File: config.mk
export PLATFORM = sky130hd
export DESIGN_NAME = pbfn_ctrl
export DESIGN_NICKNAME = d
export VERILOG_FILES = /design/src/hw/rtl/pbfn_pkg.sv /design/src/hw/rtl/pbfn_ctrl.sv
export SDC_FILE = /design/constraint.sdc
export NUM_CORES = 1
export LEC_CHECK = 0
export BUFFER_PORTS_ARGS = -buffer_cell sky130_fd_sc_hd__buf_2
export CAP_MARGIN = 20
export CORE_ASPECT_RATIO = 0.75
export CORE_MARGIN = 4
export CORE_UTILIZATION = 45
export DETAILED_ROUTE_END_ITERATION = 8
export PLACE_DENSITY = 0.74
export SLEW_MARGIN = 30
export SYNTH_ARGS = -nofsm -noshare
export SYNTH_HDL_FRONTEND = slang
export SYNTH_SLANG_ARGS = --single-unit
File: constraint.sdc
create_clock -name aclk -period 2.1 [get_ports aclk]
set_input_delay 0.315 -clock aclk [delete_from_list [all_inputs] [get_ports aclk]]
set_output_delay 0.315 -clock aclk [all_outputs]
set_load 0.005 [all_outputs]
File: src/hw/rtl/pbfn_pkg.sv
package pbfn_pkg;

    localparam int COORD_W   = 16;
    localparam int ACC_W_DEF = 48;
    localparam int OUT_W     = 16;
    localparam int ONE_Q14   = 16384;
    localparam int SQ_W      = 64;
    localparam int ROOT_W    = 32;
    localparam int QUO_W     = 16;
    localparam int MAG_W     = 31;
    localparam int NUM_W     = 47;
    localparam int CNT_W     = 5;
    localparam int SQRT_STEPS = 32;
    localparam int DIV_STEPS  = 16;

    typedef struct packed {
        logic signed [COORD_W-1:0] vert_x;
        logic signed [COORD_W-1:0] vert_y;
        logic signed [COORD_W-1:0] vert_z;
        logic                      is_last;
    } pbfn_in_t;

    typedef struct packed {
        logic signed [OUT_W-1:0] normal_x;
        logic signed [OUT_W-1:0] normal_y;
        logic signed [OUT_W-1:0] normal_z;
        logic                    degenerate;
    } pbfn_out_t;

    typedef enum logic [3:0] {
        OP_NONE,
        OP_LOAD,
        OP_MUL_EDGE,
        OP_MUL_CLOSE,
        OP_ADD,
        OP_ABS,
        OP_SHIFT,
        OP_SQUARE,
        OP_SQRT,
        OP_DIV,
        OP_EMIT
    } pbfn_op_t;

    typedef struct packed {
        pbfn_op_t   op;
        logic       new_poly;
        logic       first_step;
        logic       last_step;
        logic [1:0] comp;
    } pbfn_cmd_t;

    typedef struct packed {
        logic zero;
        logic big;
        logic in_range;
    } pbfn_stat_t;

    typedef enum logic [3:0] {
        ST_IDLE,
        ST_MUL,
        ST_ADD,
        ST_MUL_CLOSE,
        ST_ADD_CLOSE,
        ST_ABS,
        ST_SHIFT,
        ST_SQUARE,
        ST_SQRT,
        ST_DIV,
        ST_EMIT
    } pbfn_state_t;

endpackage

File: src/hw/rtl/pbfn_ctrl.sv
module pbfn_ctrl
    import pbfn_pkg::*;
(
    input  logic       aclk,
    input  logic       aresetn,
    input  logic       s_valid,
    input  logic       s_is_last,
    output logic       s_ready,
    output logic       m_valid,
    input  logic       m_ready,
    output pbfn_cmd_t  cmd,
    input  pbfn_stat_t stat
);

    pbfn_state_t      state_reg, state_next;
    logic [CNT_W-1:0] cnt_reg, cnt_next;
    logic [1:0]       comp_reg, comp_next;
    logic             in_poly_reg, in_poly_next;
    logic             last_reg, last_next;
    logic             m_valid_reg, m_valid_next;

    always_ff @(posedge aclk) begin
        if (!aresetn) begin
            state_reg   <= ST_IDLE;
            cnt_reg     <= '0;
            comp_reg    <= '0;
            in_poly_reg <= 1'b0;
            last_reg    <= 1'b0;
            m_valid_reg <= 1'b0;
        end else begin
            state_reg   <= state_next;
            cnt_reg     <= cnt_next;
            comp_reg    <= comp_next;
            in_poly_reg <= in_poly_next;
            last_reg    <= last_next;
            m_valid_reg <= m_valid_next;
        end
    end

    always_comb begin
        state_next     = state_reg;
        cnt_next       = cnt_reg;
        comp_next      = comp_reg;
        in_poly_next   = in_poly_reg;
        last_next      = last_reg;
        m_valid_next   = m_valid_reg && !m_ready;
        s_ready        = 1'b0;
        cmd.op         = OP_NONE;
        cmd.new_poly   = 1'b0;
        cmd.first_step = 1'b0;
        cmd.last_step  = 1'b0;
        cmd.comp       = comp_reg;
        unique case (state_reg)
            ST_IDLE: begin
                s_ready = 1'b1;
                if (s_valid) begin
                    cmd.op       = OP_LOAD;
                    cmd.new_poly = !in_poly_reg;
                    last_next    = s_is_last;
                    in_poly_next = !s_is_last;
                    state_next   = ST_MUL;
                end
            end
            ST_MUL: begin
                cmd.op     = OP_MUL_EDGE;
                state_next = ST_ADD;
            end
            ST_ADD: begin
                cmd.op     = OP_ADD;
                state_next = last_reg ? ST_MUL_CLOSE : ST_IDLE;
            end
            ST_MUL_CLOSE: begin
                cmd.op     = OP_MUL_CLOSE;
                state_next = ST_ADD_CLOSE;
            end
            ST_ADD_CLOSE: begin
                cmd.op     = OP_ADD;
                state_next = ST_ABS;
            end
            ST_ABS: begin
                cmd.op     = OP_ABS;
                state_next = ST_SHIFT;
            end
            ST_SHIFT: begin
                // Shift one place per cycle until the largest magnitude sits in [2^30, 2^31).
                if (stat.zero) begin
                    state_next = ST_EMIT;
                end else if (stat.in_range) begin
                    cnt_next   = '0;
                    state_next = ST_SQUARE;
                end else begin
                    cmd.op = OP_SHIFT;
                end
            end
            ST_SQUARE: begin
                cmd.op         = OP_SQUARE;
                cmd.comp       = cnt_reg[1:0];
                cmd.first_step = (cnt_reg == '0);
                cmd.last_step  = (cnt_reg == CNT_W'(3));
                if (cnt_reg == CNT_W'(3)) begin
                    cnt_next   = '0;
                    state_next = ST_SQRT;
                end else begin
                    cnt_next = cnt_reg + 1'b1;
                end
            end
            ST_SQRT: begin
                cmd.op         = OP_SQRT;
                cmd.first_step = (cnt_reg == '0);
                cmd.last_step  = (cnt_reg == CNT_W'(SQRT_STEPS - 1));
                if (cnt_reg == CNT_W'(SQRT_STEPS - 1)) begin
                    cnt_next   = '0;
                    comp_next  = '0;
                    state_next = ST_DIV;
                end else begin
                    cnt_next = cnt_reg + 1'b1;
                end
            end
            ST_DIV: begin
                cmd.op         = OP_DIV;
                cmd.first_step = (cnt_reg == '0);
                cmd.last_step  = (cnt_reg == CNT_W'(DIV_STEPS - 1));
                if (cnt_reg == CNT_W'(DIV_STEPS - 1)) begin
                    cnt_next = '0;
                    if (comp_reg == 2'd2) begin
                        state_next = ST_EMIT;
                    end else begin
                        comp_next = comp_reg + 1'b1;
                    end
                end else begin
                    cnt_next = cnt_reg + 1'b1;
                end
            end
            ST_EMIT: begin
                if (!m_valid_reg || m_ready) begin
                    cmd.op       = OP_EMIT;
                    m_valid_next = 1'b1;
                    state_next   = ST_IDLE;
                end
            end
            default: state_next = ST_IDLE;
        endcase
    end

    assign m_valid = m_valid_reg;

endmodule

==> metrics.yaml <==
status:
  status: "finished clean"
yosys:
  ys_async_sr_fraction: 0
  synthMuxAreaShare: 0.0349
  synth_adder_area_share: 0.0655
  synth-compound-area-share: 0.264
  synth_cell_types: 46
  synth_flop_cell: "dfxtp_1"
  synth_xor_area_frac: 0
  synth_top_family_by_area: "simple AND/OR/NAND/NOR gates"
  postSynthAreaPerCell_sq_um: 8.49
  synth_simple_gate_area_share: 0.316
  netlist_area_sq_um: 1150
  ys_ff_latch: 14
  yosys_warnings: 0
  synth-edff-count: 0
  synthCells: 135
  syn-num-nets: 149
  ys_seq_area_frac: 0.245
power:
  p_per_area_nw_per_um2: 718
  p_sw_frac: 0.409
  clkPwrFrac: 0.199
  p_seq_frac: 0.379
  p_total_w: 0.00102
  p_int_w: 0.000600
  irDropWorstVdd_mv: 0.608
  p_leak_nw: 0.571
  p_sw_w: 0.000416
  comb_power_share: 0.423
setup_path:
  cp-end-kind: "output port"
  slowest_stage: "dfxtp_4"
  reg2regPathDepth: 9
  crit_path_max_fanout: 3
  crit_type: "register to output port"
  crit_required_ps: 1780
  slowest_delay_ps: 350
  crit_path_frequent_cell: "ha_2"
  crit_arrival_ps: 1740
  cp_cell_sequence: "ha_2, and3_4, ha_2, mux2i_4, nand2b_4, o21ai_0, buf_2"
  r2r_slack_ps: 80
  cp-start-kind: "register"
  rr_endpoint: "state_reg[2]"
  r2r-start: "cnt_reg[1]"
routing:
  first_iter_violations: 30
  vias_per_cell: 5.58
  via_count: 1093
  dr.pass1.iters: 4
  wl_per_cell_microns: 15.3
  route.detailed.drc: 0
  postRouteAntennaNets: 0
  wl_mm: 3.00
clock_tree:
  cts_tree: "yes"
  clk_pin_slew_ps: 90
  clk_path_buf_depth: 2
  htreeDepth: 1
  cts_sinks: 14
  root_buffer: "clkbuf_4"
  cts_buffers: 3
  cts.hold.buffers_added: 0
  clk_latency_ps: 290
timing:
  hold_viol_final: 0
  setup_tns_ps: 0
  fmax_mhz: 486
  fin_crit_ps: 2060
  skew_ps: 6.06
  slew_headroom: 0.694
  fin_ws_ps: 40.8
  timing.final.crit_share: 0.981
  finalMaxSlewViolations: 0
  rsz0062_at_grt: "true"
  tightest_slew_ps: 458
  finalSetupViolCount: 0
placement:
  dp_slack_ps: 29.1
  place.gp.congestion: 0.844
  dpl_cell_area_sq_um: 1280
  hpwl_mm: 2.07
  portBuffers: 17
die:
  die_w_microns: 66.3
  pin_count: 19
  core-area_sq_um: 2360
  start_util: 0.485
  die_y_microns: 51.7
  placement_rows: 15
  die_area_sq_um: 3430
global_route:
  overflow: 0
  grt_pass1_wl_mm: 4.82
  grt_use_total: 0.182
  antenna_found_initial: 0
  grt_max_degree: 17
  grt_pass1_vias: 1124
finish:
  mostFrequentLayoutCells: "17 x buf_2, 16 x nand2_1, 14 x buf_4"
  fin_area_sq_um: 1420
  final_common_cell: "buf_2"
  insertedDiodeCount: 0
  final_net_count: 177
  largest_reg_flops: 5
  drive_gt1_frac: 0.377
  area_growth_pct: 23.5
  final_util: 0.598
min_path:
  holdPathEnd: "last_reg"
  hold_start: "s_is_last"
  holdCritPathClass: "input port to register"
  holdPathStages: 3
flow_run:
  maxCapViolations: 0
-- metrics by stage --
stage / instances / hold WS [ps]
global route: 196 / 293
global placement: 185 / 447
detailed placement: 185 / 461
floorplan: 135 / 436
CTS: 192 / 292
finish: 196 / 293
-- worst max-delay path by stage --
stage	cells after the start	slack, ps	endpoint	start
2_1_floorplan	7	160	cnt_reg[3]	cnt_reg[0]
3_3_place_gp	8	180	state_reg[1]	cnt_reg[1]
5_1_grt	7	-40	cmd[2]	cnt_reg[1]
6_report	7	40	cmd[2]	cnt_reg[1]
4_1_cts	7	20	cmd[2]	cnt_reg[1]
3_5_place_dp	8	30	state_reg[2]	cnt_reg[1]
-- worst max-delay path: cells and delay by family (launching register included) --
kind | cells | cell delay [ps]
AO/OA/AOI/OAI | 1 | 80
adder cells (fa/ha/maj) | 2 | 350
buffers and inverters | 1 | 140
flip-flops | 1 | 350
multiplexers | 1 | 180
AND/OR/NAND/NOR | 2 | 350
-- cell type report --
type,instances,area (sq um)
fillers,213,950
repair buffers,31,190
flip-flops and latches,14,290
inverters,11,41.3
well taps,34,42.5
clock buffers,4,36.3
multi-input cells,102,815
-- power groups by stage --
stage | clock, W | combinational [W] | sequential (W)
global placement | 0 | 0.000400 | 0.000374
finish | 0.000202 | 0.000430 | 0.000385
global route | 0.000221 | 0.000470 | 0.000389
CTS | 0.000201 | 0.000418 | 0.000377
floorplan | 0 | 0.000359 | 0.000319
detailed placement | 0 | 0.000412 | 0.000378
-- cell usage after synthesis, types with 2 or more instances --
cell type	count	area share
o21ai_0	9	0.039
a21oi_1	9	0.039
nand2_1	16	0.052
nor2b_1	4	0.022
nand3_1	5	0.022
a211oi_1	2	0.013
clkbuf_1	3	0.0098
dfxtp_1	14	0.24
and2_1	2	0.011
nor2_1	10	0.033
nand2b_1	3	0.016
inv_1	11	0.036
buf_2	3	0.013
o211ai_1	2	0.013
ha_1	6	0.066
mux2i_1	4	0.035
a32oi_2	2	0.028
nor3_1	2	0.0087
-- layer usage --
metal / track usage / wire length, microns / share of wire
met5: 0 / 0 / 0
met4: 0.108 / 78 / 0.026
met3: 0.0410 / 166 / 0.055
met2: 0.295 / 1420 / 0.47
met1: 0.221 / 1340 / 0.44
-- cell families (layout without fill, tap and decap cells) --
logic type / after synthesis / count (layout)
flip-flops: 14 / 14
adder cells (fa/ha/maj): 6 / 6
multiplexers: 4 / 4
AND/OR/NAND/NOR: 55 / 55
AO/OA/AOI/OAI: 37 / 37
buffers and inverters: 19 / 46
-- what timing repair did --
action | in CTS | in global routing
setup buffers | 3 | 4
endpoints found under the hold margin | 0 | 0
setup endpoints to repair | 2 | 11
resized for setup | 8 | 7
pin swaps | 0 | 1
(Power assumes the default switching activity.)
